File: config.mk
export PLATFORM = sky130hd
export DESIGN_NAME = key_press_long_repeat_scanner_unit
export DESIGN_NICKNAME = d
export VERILOG_FILES = /design/src/rtl/kplrs_pkg.sv /design/src/rtl/kplrs_cfg_regs.sv /design/src/rtl/kplrs_alu.sv /design/src/rtl/key_press_long_repeat_scanner_unit.sv
export VERILOG_INCLUDE_DIRS = /design/src /design/src/rtl
export SDC_FILE = /design/constraint.sdc
export NUM_CORES = 1
export LEC_CHECK = 0
export BUFFER_PORTS_ARGS = -buffer_cell sky130_fd_sc_hd__buf_2
export CORE_MARGIN = 2
export CORE_UTILIZATION = 62
export CTS_CLUSTER_SIZE = 20
export DETAILED_ROUTE_END_ITERATION = 8
export PLACE_DENSITY = 0.8
export REMOVE_ABC_BUFFERS = 1
export SETUP_SLACK_MARGIN = 0.3
export SYNTH_ARGS = -nofsm -noshare
export SYNTH_HDL_FRONTEND = slang
export SYNTH_SLANG_ARGS = --single-unit
File: constraint.sdc
create_clock -name clk -period 5.2 [get_ports clk]
set_input_delay 0.26 -clock clk [delete_from_list [all_inputs] [get_ports clk]]
set_output_delay 0.26 -clock clk [all_outputs]
set_load 0.005 [all_outputs]
File: src/rtl/assert_macros.svh
// ----------------------------------------------------------------------------
// Assertion macros
// Shared wrappers for the concurrent assertions of the key scanner.
// ----------------------------------------------------------------------------
`ifndef ASSERT_MACROS_SVH
`define ASSERT_MACROS_SVH

// Checked at every edge outside of reset.
`define KPLRS_ASSERT(lbl, prop, msg) \
  lbl: assert property (@(posedge clk) disable iff (rst) prop) else $error(msg);

// Checked at every edge, reset included.
`define KPLRS_ASSERT_ALWAYS(lbl, prop, msg) \
  lbl: assert property (@(posedge clk) prop) else $error(msg);

`endif

File: src/rtl/kplrs_pkg.sv
// ----------------------------------------------------------------------------
// Key scanner package
// Widths, codes and the configuration record shared by the scanner modules.
// ----------------------------------------------------------------------------
package kplrs_pkg;

  localparam int KEYS      = 8;
  localparam int KEY_W     = 3;
  localparam int PIN_W     = 8;
  localparam int ELAPSED_W = 24;
  localparam int CFG_IDX_W = 3;
  localparam int CFG_W     = 16;
  localparam int TMO_MS_W  = 18;
  localparam int MS_PER_S  = 1000;

  localparam logic [CFG_IDX_W-1:0] CFG_ACTIVE_MASK = 3'd0;
  localparam logic [CFG_IDX_W-1:0] CFG_REPORT_ON_PRESS = 3'd1;
  localparam logic [CFG_IDX_W-1:0] CFG_LONG_PRESS = 3'd2;
  localparam logic [CFG_IDX_W-1:0] CFG_REPEAT = 3'd3;
  localparam logic [CFG_IDX_W-1:0] CFG_SCAN_PERIOD = 3'd4;
  localparam logic [CFG_IDX_W-1:0] CFG_TIMEOUT = 3'd5;

  localparam logic [1:0] KS_UP   = 2'd0;
  localparam logic [1:0] KS_DOWN = 2'd1;
  localparam logic [1:0] KS_LONG = 2'd2;
  localparam logic [1:0] KS_BAD  = 2'd3;

  localparam logic [1:0] EV_NONE    = 2'd0;
  localparam logic [1:0] EV_SHORT   = 2'd1;
  localparam logic [1:0] EV_LONG    = 2'd2;
  localparam logic [1:0] EV_TIMEOUT = 2'd3;

  typedef enum logic {
    ALU_ADD = 1'b0,
    ALU_SUB = 1'b1
  } alu_op_t;

  typedef struct packed {
    logic [PIN_W-1:0]    active_level_mask;
    logic                report_on_press;
    logic [15:0]         long_press_ms;
    logic [15:0]         repeat_ms;
    logic [9:0]          scan_period_ms;
    logic [7:0]          timeout_s;
    logic [TMO_MS_W-1:0] timeout_ms;
  } cfg_t;

endpackage

File: src/rtl/kplrs_cfg_regs.sv
// ----------------------------------------------------------------------------
// Key scanner configuration registers
// Holds the writable settings and the timeout limit in milliseconds.
// ----------------------------------------------------------------------------
module kplrs_cfg_regs
  import kplrs_pkg::*;
(
  input  logic                 clk,
  input  logic                 rst,
  input  logic                 cfg_we,
  input  logic [CFG_IDX_W-1:0] cfg_index,
  input  logic [CFG_W-1:0]     cfg_data,
  output cfg_t                 cfg
);

  always_ff @(posedge clk) begin
    if (rst) begin
      cfg.active_level_mask <= '0;
      cfg.report_on_press   <= 1'b0;
      cfg.long_press_ms     <= 16'd2000;
      cfg.repeat_ms         <= 16'd200;
      cfg.scan_period_ms    <= 10'd20;
      cfg.timeout_s         <= '0;
      cfg.timeout_ms        <= '0;
    end else if (cfg_we) begin
      case (cfg_index)
        CFG_ACTIVE_MASK: begin
          cfg.active_level_mask <= cfg_data[PIN_W-1:0];
        end
        CFG_REPORT_ON_PRESS: begin
          cfg.report_on_press <= cfg_data[0];
        end
        CFG_LONG_PRESS: begin
          cfg.long_press_ms <= cfg_data[15:0];
        end
        CFG_REPEAT: begin
          cfg.repeat_ms <= cfg_data[15:0];
        end
        CFG_SCAN_PERIOD: begin
          cfg.scan_period_ms <= cfg_data[9:0];
        end
        CFG_TIMEOUT: begin
          cfg.timeout_s  <= cfg_data[7:0];
          cfg.timeout_ms <= TMO_MS_W'(cfg_data[7:0]) * TMO_MS_W'(MS_PER_S);
        end
        default: begin
        end
      endcase
    end
  end

endmodule

File: src/rtl/kplrs_alu.sv
// ----------------------------------------------------------------------------
// Key scanner shared adder
// One 24-bit adder that either adds or compares through subtraction.
// ----------------------------------------------------------------------------
module kplrs_alu
  import kplrs_pkg::*;
(
  input  alu_op_t              op,
  input  logic [ELAPSED_W-1:0] a,
  input  logic [ELAPSED_W-1:0] b,
  output logic [ELAPSED_W-1:0] sum,
  output logic                 carry
);

  logic [ELAPSED_W-1:0] b_op;
  logic [ELAPSED_W:0]   full;

  // On subtraction the carry out is set when a >= b; on addition it flags overflow.
  assign b_op  = (op == ALU_SUB) ? ~b : b;
  assign full  = {1'b0, a} + {1'b0, b_op} + {{ELAPSED_W{1'b0}}, (op == ALU_SUB)};
  assign sum   = full[ELAPSED_W-1:0];
  assign carry = full[ELAPSED_W];

endmodule

File: src/rtl/key_press_long_repeat_scanner_unit.sv
// ----------------------------------------------------------------------------
// Key press, long press and repeat scanner
// Each input beat is one scan tick with the pin levels of all keys; each
// output beat is the single event that the tick raises.
// ----------------------------------------------------------------------------
// A tick runs from acceptance to the next acceptance as follows: the keys
// are visited one per cycle in index order through one shared adder, and
// the visit stops at the first key with an event; a tick without a key
// event then advances the elapsed counter and checks the timeout, and the
// finish state loads the output register. An output beat that has not been
// taken yet holds the tick in the finish state. The input is not ready
// while a tick is in progress.
module key_press_long_repeat_scanner_unit
  import kplrs_pkg::*;
(
  input  logic                 clk,
  input  logic                 rst,
  input  logic                 s_axis_tvalid,
  output logic                 s_axis_tready,
  input  logic [7:0]           s_axis_tdata,  // [7:0] pin_levels
  output logic                 m_axis_tvalid,
  input  logic                 m_axis_tready,
  output logic [7:0]           m_axis_tdata,  // [1:0] event_kind, [4:2] key_index
  input  logic                 cfg_we,
  input  logic [CFG_IDX_W-1:0] cfg_index,
  input  logic [CFG_W-1:0]     cfg_data
);

  `include "assert_macros.svh"

  typedef enum logic [4:0] {
    ST_IDLE    = 5'b00001,
    ST_VISIT   = 5'b00010,
    ST_ADVANCE = 5'b00100,
    ST_TCHECK  = 5'b01000,
    ST_FINISH  = 5'b10000
  } state_t;

  cfg_t                 cfg;
  state_t               state;
  logic [PIN_W-1:0]     pins;
  logic [KEY_W-1:0]     idx;
  logic [1:0]           kstate [KEYS];
  logic [ELAPSED_W-1:0] elapsed;
  logic [1:0]           kind;
  logic [KEY_W-1:0]     who;
  logic [1:0]           out_kind;
  logic [KEY_W-1:0]     out_key;

  alu_op_t              alu_op;
  logic [ELAPSED_W-1:0] alu_a;
  logic [ELAPSED_W-1:0] alu_b;
  logic [ELAPSED_W-1:0] alu_sum;
  logic                 alu_carry;

  logic                 pressed;
  logic [1:0]           cur;
  logic                 long_rel;
  logic [1:0]           ks_next;
  logic [1:0]           ev;

  kplrs_cfg_regs u_cfg (
    .clk       (clk),
    .rst       (rst),
    .cfg_we    (cfg_we),
    .cfg_index (cfg_index),
    .cfg_data  (cfg_data),
    .cfg       (cfg)
  );

  kplrs_alu u_alu (
    .op    (alu_op),
    .a     (alu_a),
    .b     (alu_b),
    .sum   (alu_sum),
    .carry (alu_carry)
  );

  assign s_axis_tready = (state == ST_IDLE);
  assign m_axis_tdata  = {3'b000, out_key, out_kind};

  assign pressed  = (pins[idx] == cfg.active_level_mask[idx]);
  assign cur      = kstate[idx];
  assign long_rel = (cur == KS_LONG) && !pressed;

  always_comb begin
    case (state)
      ST_VISIT: begin
        alu_op = ALU_SUB;
        alu_a  = long_rel ? '0 : elapsed;
        alu_b  = (cur == KS_LONG) ? ELAPSED_W'(cfg.repeat_ms)
                                  : ELAPSED_W'(cfg.long_press_ms);
      end
      ST_ADVANCE: begin
        alu_op = ALU_ADD;
        alu_a  = elapsed;
        alu_b  = ELAPSED_W'(cfg.scan_period_ms);
      end
      default: begin
        alu_op = ALU_SUB;
        alu_a  = elapsed;
        alu_b  = ELAPSED_W'(cfg.timeout_ms);
      end
    endcase
  end

  always_comb begin
    ks_next = cur;
    ev      = EV_NONE;
    case (cur)
      KS_UP: begin
        if (pressed) begin
          ks_next = KS_DOWN;
          if (cfg.report_on_press) begin
            ev = EV_SHORT;
          end
        end
      end
      KS_DOWN: begin
        if (!pressed) begin
          ks_next = KS_UP;
          if (!cfg.report_on_press) begin
            ev = EV_SHORT;
          end
        end else if (alu_carry) begin
          ks_next = KS_LONG;
          ev      = EV_LONG;
        end
      end
      KS_LONG: begin
        if (!pressed) begin
          ks_next = KS_UP;
        end
        if (alu_carry) begin
          ev = EV_LONG;
        end
      end
      default: begin
        ks_next = KS_UP;
      end
    endcase
  end

  always_ff @(posedge clk) begin
    if (rst) begin
      state         <= ST_IDLE;
      elapsed       <= '0;
      m_axis_tvalid <= 1'b0;
      for (int k = 0; k < KEYS; k++) begin
        kstate[k] <= KS_UP;
      end
    end else begin
      if (m_axis_tvalid && m_axis_tready && (state != ST_FINISH)) begin
        m_axis_tvalid <= 1'b0;
      end
      case (state)
        ST_IDLE: begin
          if (s_axis_tvalid) begin
            pins  <= s_axis_tdata;
            idx   <= '0;
            kind  <= EV_NONE;
            who   <= '0;
            state <= ST_VISIT;
          end
        end
        ST_VISIT: begin
          kstate[idx] <= ks_next;
          if ((ev != EV_NONE) || long_rel) begin
            elapsed <= '0;
          end
          if (ev != EV_NONE) begin
            kind  <= ev;
            who   <= idx;
            state <= ST_FINISH;
          end else if (idx == KEY_W'(KEYS - 1)) begin
            state <= ST_ADVANCE;
          end else begin
            idx <= idx + KEY_W'(1);
          end
        end
        ST_ADVANCE: begin
          elapsed <= alu_carry ? '1 : alu_sum;
          state   <= ST_TCHECK;
        end
        ST_TCHECK: begin
          if ((cfg.timeout_s != '0) && alu_carry) begin
            kind    <= EV_TIMEOUT;
            elapsed <= '0;
          end
          state <= ST_FINISH;
        end
        ST_FINISH: begin
          if (!m_axis_tvalid || m_axis_tready) begin
            m_axis_tvalid <= 1'b1;
            out_kind      <= kind;
            out_key       <= who;
            state         <= ST_IDLE;
          end
        end
        default: begin
          state <= ST_IDLE;
        end
      endcase
    end
  end

  `KPLRS_ASSERT(a_no_key_without_key_event,
    m_axis_tvalid && (out_kind == EV_NONE || out_kind == EV_TIMEOUT) |-> out_key == '0,
    "key index set on an event without a key")

  `KPLRS_ASSERT(a_accept_starts_visit,
    s_axis_tvalid && s_axis_tready |=> state == ST_VISIT && idx == '0,
    "accepted beat did not start the key visit")

  `KPLRS_ASSERT(a_event_clears_elapsed,
    state == ST_FINISH && kind != EV_NONE |-> elapsed == '0,
    "elapsed counter not cleared after an event")

  `KPLRS_ASSERT(a_no_unused_key_code,
    state == ST_VISIT |-> cur != KS_BAD,
    "key state holds the unused code")

endmodule
======== After elaboration in Yosys (flattened, before gate mapping) ========
Memory sizes are Yosys's and may differ from the RTL's. A register that Yosys moved wholly into a read port is not among the register bits.
Cells that the tools add are included.
word-level totals
  bits in registers ....................... 125
  bits in writable memories ............... 16
  input port bits ......................... 32
  output and inout bits ................... 10
  memories kept ........................... 1
memory list
  name    words  width  rd ports  clocked after Yosys merged registers in  wr ports  RTL line                                  source
  kstate  8      2      1         1                                        8         key_press_long_repeat_scanner_unit.sv:43  logic [1:0] kstate [KEYS];
operators by class
  add/subtract/negate cells ............... 3
  multiply operators ...................... 1
  order comparisons ....................... 1
  eq/ne operators ......................... 23
  muxes and demuxes ....................... 52
  bitwise gates (word level) .............. 2
  reduce and logical (&&, ||, !) cells .... 29
operators with widths
  operator                                                               count
  24-bit 2-to-1 mux                                                      6
  24-bit one-hot mux with 3 select lines                                 1
  18-bit one-hot mux with 2 select lines                                 1
  24-bit by 24-bit adder with 25-bit output                              1
  25-bit by 1-bit adder with 25-bit output                               1
  5-bit one-hot mux with 5 select lines                                  1
  18-bit inverter with 24-bit output                                     1
  2-bit 2-to-1 mux                                                       10
  5-bit 2-to-1 mux                                                       4
  3-bit 2-to-1 mux                                                       6
  2-bit one-hot mux with 3 select lines                                  3
  16-bit 2-to-1 mux                                                      1
  8-bit by 7-bit multiplier with 15-bit output, second input constant    1
  1-bit 2-to-1 mux                                                       15
  2-bit inequality test, second input constant                           7
  3-bit one-hot mux with 2 select lines                                  2
  2-bit AND reduction                                                    6
  3-bit AND reduction                                                    4
  5-bit AND reduction                                                    2
  3-bit equality test, second input constant                             3
  8-bit nonzero test                                                     1
  1-bit binary-select mux with 3-bit select                              2
  3-bit by 2-bit equality test with 1-bit output, second input constant  2
  3-bit nonzero test                                                     2
  other kinds (22)                                                       28

======== Longest topological paths before layout ========
  depth in word-level cells ............... 16
  depth in mapped cells ................... 20
  depth with buffers taken out ............ 16

======== By module ========
From an unflattened synthesis, not the netlist that was laid out.
unflattened totals
  cell total of the unflattened synthesis .. 1057
  area total of the unflattened synthesis .. 9359.0 sq um
modules (own cells, without submodules)
  module                              times used  cells an instance  area an instance (sq um)  seq. area each (sq um)
  kplrs_cfg_regs                      1           478                4020.1                    1441.4
  key_press_long_repeat_scanner_unit  1           362                3766.1                    1771.7
  kplrs_alu                           1           217                1572.8                    0.0

======== Least setup slack after synthesis ========
Ideal clock, no wire load.
  kind .................................... flip-flop to flip-flop
  start point ............................. register (tool-made name)
  end point ............................... register elapsed[21]
  setup time .............................. 61 ps
  data arrival time ....................... 4645 ps
  data required time ...................... 5139 ps
  setup slack ............................. 494 ps
  cell stages (with the launch flop) ...... 21
  clock period less this slack ............ 4706 ps
  cells stage by stage .................... dfxtp_1 > mux4_1 > mux2i_4 > nand2b_1 > buf_2 > buf_1 > nand2_1 > nand2_1 > a221oi_1 > ha_1 > a21oi_1 > nor2b_1 > a211o_1 > a21oi_1 > o2111ai_1 > and2_1 > clkbuf_1 > a31oi_1 > a21oi_1 > clkbuf_1 > a32o_1
RTL lines
  what                  RTL line                                   source
  end signal, assigned  key_press_long_repeat_scanner_unit.sv:182  elapsed <= alu_carry ? '1 : alu_sum;
  end, declared         key_press_long_repeat_scanner_unit.sv:44   logic [ELAPSED_W-1:0] elapsed;

==> out/results.md <==
- number of sinks driven by the clock tree: 142
- placed wire-length estimate: 14,570 um
- maximum fanout count along the critical path: 25
- Filler Cells Inserted: 1,065
- worst hold slack after final layout: 0.06592 ns
- worst path bufs/invs: 1
- endpoint arrival time on the critical path: 5.11 ns
- area share of the largest cell type after synthesis: 0.2375
- Warnings, synthesis: 0
- Post-synth top cells: sky130_fd_sc_hd__nand2_1 (203), sky130_fd_sc_hd__a21oi_1 (112), sky130_fd_sc_hd__dfxtp_1 (105), sky130_fd_sc_hd__ha_1 (62), sky130_fd_sc_hd__nor2_1 (60)
- Lkg Pwr: 0.004335 uW
- Std-Cell Core Area: 13,930 um2
- diodes inserted: 0
- average detailed-routed wire length per instance: 17.26 um
- die width: 123.5 um
- Synth-to-Final Area Change: 12.38%
- number of clock buffers inserted by TritonCTS: 17
- min Tclk post-route: 4.784 ns
- series of cell instances along the critical path: mux4_1 -> mux2_4 -> nor2_4 -> o211ai_1 -> buf_4 -> and2_1 -> ha_1 -> and3_1 -> nand4_1 -> a211o_1 -> a21oi_2 -> o2111ai_2 -> a31oi_1 -> o21ai_1 -> a31oi_2 -> mux2_2
- die height: 123.5 um
- power density relative to cell area: 360.0 nW/um2
- via-per-instance ratio: 6.101
- Post-Syn Area: 8851 um2
- most heavily used metal layer in global routing: met2
- global routing usage on met1: 0.3877
- Max stage delay on crit path: 0.62 ns
- number of buffers inserted by port buffering: 38
- portion of the post-synthesis area used by sequential elements: 0.3630
- number of antenna violations at the first check in global routing: 0
- number of optimization iterations in the first detailed-route pass: 5
- worst-case vdd ir drop: 0.3317 mV
- hold violation total from the final report: 0
- startpoint type of the worst setup path: flip-flop
- Synth Instances: 1,015
- WS Path Type: flip-flop to flip-flop
- Cell Rows: 43
- flip-flop cell with the highest count after synthesis: sky130_fd_sc_hd__dfxtp_1
- number of top-level pins: 42
- critical path depth: 16
- highest-delay cell along the critical path: sky130_fd_sc_hd__mux4_1
- worst skew pair latency: 0.43 ns
- number of maximum-capacitance constraint violations: 0
- setup ws final: 0.4159 ns
- CP top delay family: compound AO/OA/AOI/OAI gates
- post-detailed-route DRC marker count: 0
- Final Power: 3581 uW
- critical path endpoint category: flip-flop
- post-synthesis async set-or-reset flop share: 0
- count of cells along the worst register-to-register path: 16
- count of nets after finishing: 1,167
- global-route usage over all layers: 0.2936
- Max Root-Sink Buffers: 2
- outcome: complete, no violations
- number of violations reported at the end of detailed-routing iteration 0: 867
- Global Route met2 Usage: 0.4873
- CTS HTree Levels: 4
- clock root buffer: sky130_fd_sc_hd__clkbuf_16
- largest area contributor in the synthesized netlist: sky130_fd_sc_hd__dfxtp_1
- synthesis-stage register bit count: 142
- total of endpoints with negative setup slack in the final report: 0
- routed wire length: 21,460 um
- CP Data Required Time: 5.52 ns
- post-route non-filler standard cell count: 1,243
- syn_area_per_cell: 8.720 um2
- RePlAce Congestion: 0.9018
- number of placed instances, taps included: 1,199
- Clock Skew: 0.01044 ns
- post-placement setup slack: 0.3115 ns
- max-slew violation total from the final report: 0
- most instantiated library cell after synthesis: sky130_fd_sc_hd__nand2_1
- Synth cell types: 73
- final period utilization: 0.9200
- setup repair after global routing missed its margin: yes
- Total Neg Setup Slack: 0 ns
- CTS tree: built
- worst hold-check path type: input port to flip-flop
- Reg clk slew, reported paths: 0.07 ns
- slew at the pin closest to its max-slew limit: 1.218 ns
- fraction of final layout cells sized beyond drive strength 1: 0.1138
- Post-DRT Antenna Nets: 0
- slack of the worst reg-to-reg path: 0.42 ns
- number of vias in the routed layout: 7,584
- GR Overflow Total: 0
- Die Outline Area: 15,250 um2
- first-pass GRT wire length: 34,970 um
- leading post-synthesis cells by cell area: sky130_fd_sc_hd__dfxtp_1 (24%), sky130_fd_sc_hd__edfxtp_1 (13%), sky130_fd_sc_hd__ha_1 (8.8%), sky130_fd_sc_hd__nand2_1 (8.6%), sky130_fd_sc_hd__a21oi_1 (6.3%)
- met3 usage: 0.06181
- highest achievable clock rate: 209.0 MHz
- worst max-slew margin expressed relative to the limit: 0.1842
- number of global-route vias before repair: 7,344
- count of flip-flops with a built-in enable after synthesis: 37
- effective utilization at floorplan: 0.6352
- pin count of the biggest net entering global routing: 69
-- how the worst min path moves through the flow --
stage,from,endpoint,slack [ns],depth (start not counted)
after floorplan,rst,u_cfg.cfg[10],0.33,1
after global placement,who[2],out_key[2],0.40,0
after detailed placement,who[0],out_key[0],0.41,0
after CTS,cfg_data[10],u_cfg.cfg[62],0.06,3
after global routing,cfg_data[9],u_cfg.cfg[61],0.08,3
final,cfg_data[10],u_cfg.cfg[62],0.07,3
-- metrics by stage --
stage / cell area [um2] / utilization
global placement: 9179 / 0.6587
CTS: 9872 / 0.7084
floorplan: 8650 / -
finish: 9947 / 0.7138
global route: 9947 / 0.7138
detailed placement: 9179 / 0.6587
-- where the power goes --
part           internal (uW)  total (uW)  switching, uW
registers               1170        1200           27.6
clock network            738        1260            525
logic                    477        1120            641
total                   2390        3580           1190
-- sequential cells by signal, indices dropped and copies added (netlist names), 3 cells and up, named ones only --
| name | count |
|---|---|
| u_cfg.cfg | 72 |
| elapsed | 24 |
| kstate | 16 |
| pins | 8 |
| state | 5 |
| idx | 3 |
| out_key | 3 |
| who | 3 |
-- cells in the final DEF, fill, tap and decap left out, types with 8 or more instances in the layout --
cell type and count:
sky130_fd_sc_hd__clkbuf_16 17, sky130_fd_sc_hd__a21oi_1 109, sky130_fd_sc_hd__nor3_1 12, sky130_fd_sc_hd__xnor2_1 18
sky130_fd_sc_hd__nand2_1 203, sky130_fd_sc_hd__and2_1 31, sky130_fd_sc_hd__nor2_1 60, sky130_fd_sc_hd__edfxtp_1 37
sky130_fd_sc_hd__buf_4 15, sky130_fd_sc_hd__fa_1 23, sky130_fd_sc_hd__ha_1 62, sky130_fd_sc_hd__inv_1 43
sky130_fd_sc_hd__a21o_1 25, sky130_fd_sc_hd__a211oi_1 13, sky130_fd_sc_hd__buf_2 38, sky130_fd_sc_hd__and3_1 8
sky130_fd_sc_hd__nand3_1 22, sky130_fd_sc_hd__o21ai_0 24, sky130_fd_sc_hd__dlygate4sd3_1 8, sky130_fd_sc_hd__xor2_1 14
sky130_fd_sc_hd__o21bai_1 9, sky130_fd_sc_hd__dfxtp_1 105
-- kinds of logic after synthesis --
kind of cell | count (synthesis) | share of synthesized area
simple gates | 384 | 0.1981
compound gates | 258 | 0.1923
flops | 142 | 0.3630
buf+inv | 93 | 0.04184
fa+ha+maj | 85 | 0.1397
xor+xnor | 32 | 0.03167
mux | 20 | 0.03308
other cells | 1 | 0.0004237
-- worst min-delay path, delay by kind of cell --
kind	cells	cell delay, ns
and+or+nand+nor	2	0.11
buffers and inverters	1	0.09
-- per-layer routing --
metal	vias to the layer above	share of wire
met5	-	0
met3	38	0.069
met1	3632	0.44
met2	282	0.48
met4	0	0.017
li1	3632	-
-- layout make-up --
type / count / area (um2) / share of cell area
clock buffers: 18 / 439.2 / 0.04415
clock inverters: 14 / 167.7 / 0.01686
inverters: 43 / 161.4 / 0.01623
multi-input cells: 782 / 5324 / 0.5352
flip-flops and latches: 142 / 3213 / 0.3230
well taps: 180 / 225.2 / 0.02264
repair buffers: 64 / 416.7 / 0.04189
-- what timing repair did --
| action | 4_1_cts | 5_1_grt |
|---|---|---|
| endpoints found under the setup margin | 3 | 52 |
| pin swaps | 0 | 3 |
| endpoints found under the hold margin | 8 | 0 |
| setup buffers | 0 | 4 |
| gates resized for setup | 1 | 14 |
| hold buffers | 8 | 0 |
Note: power is estimated with default switching activity, not from simulation.
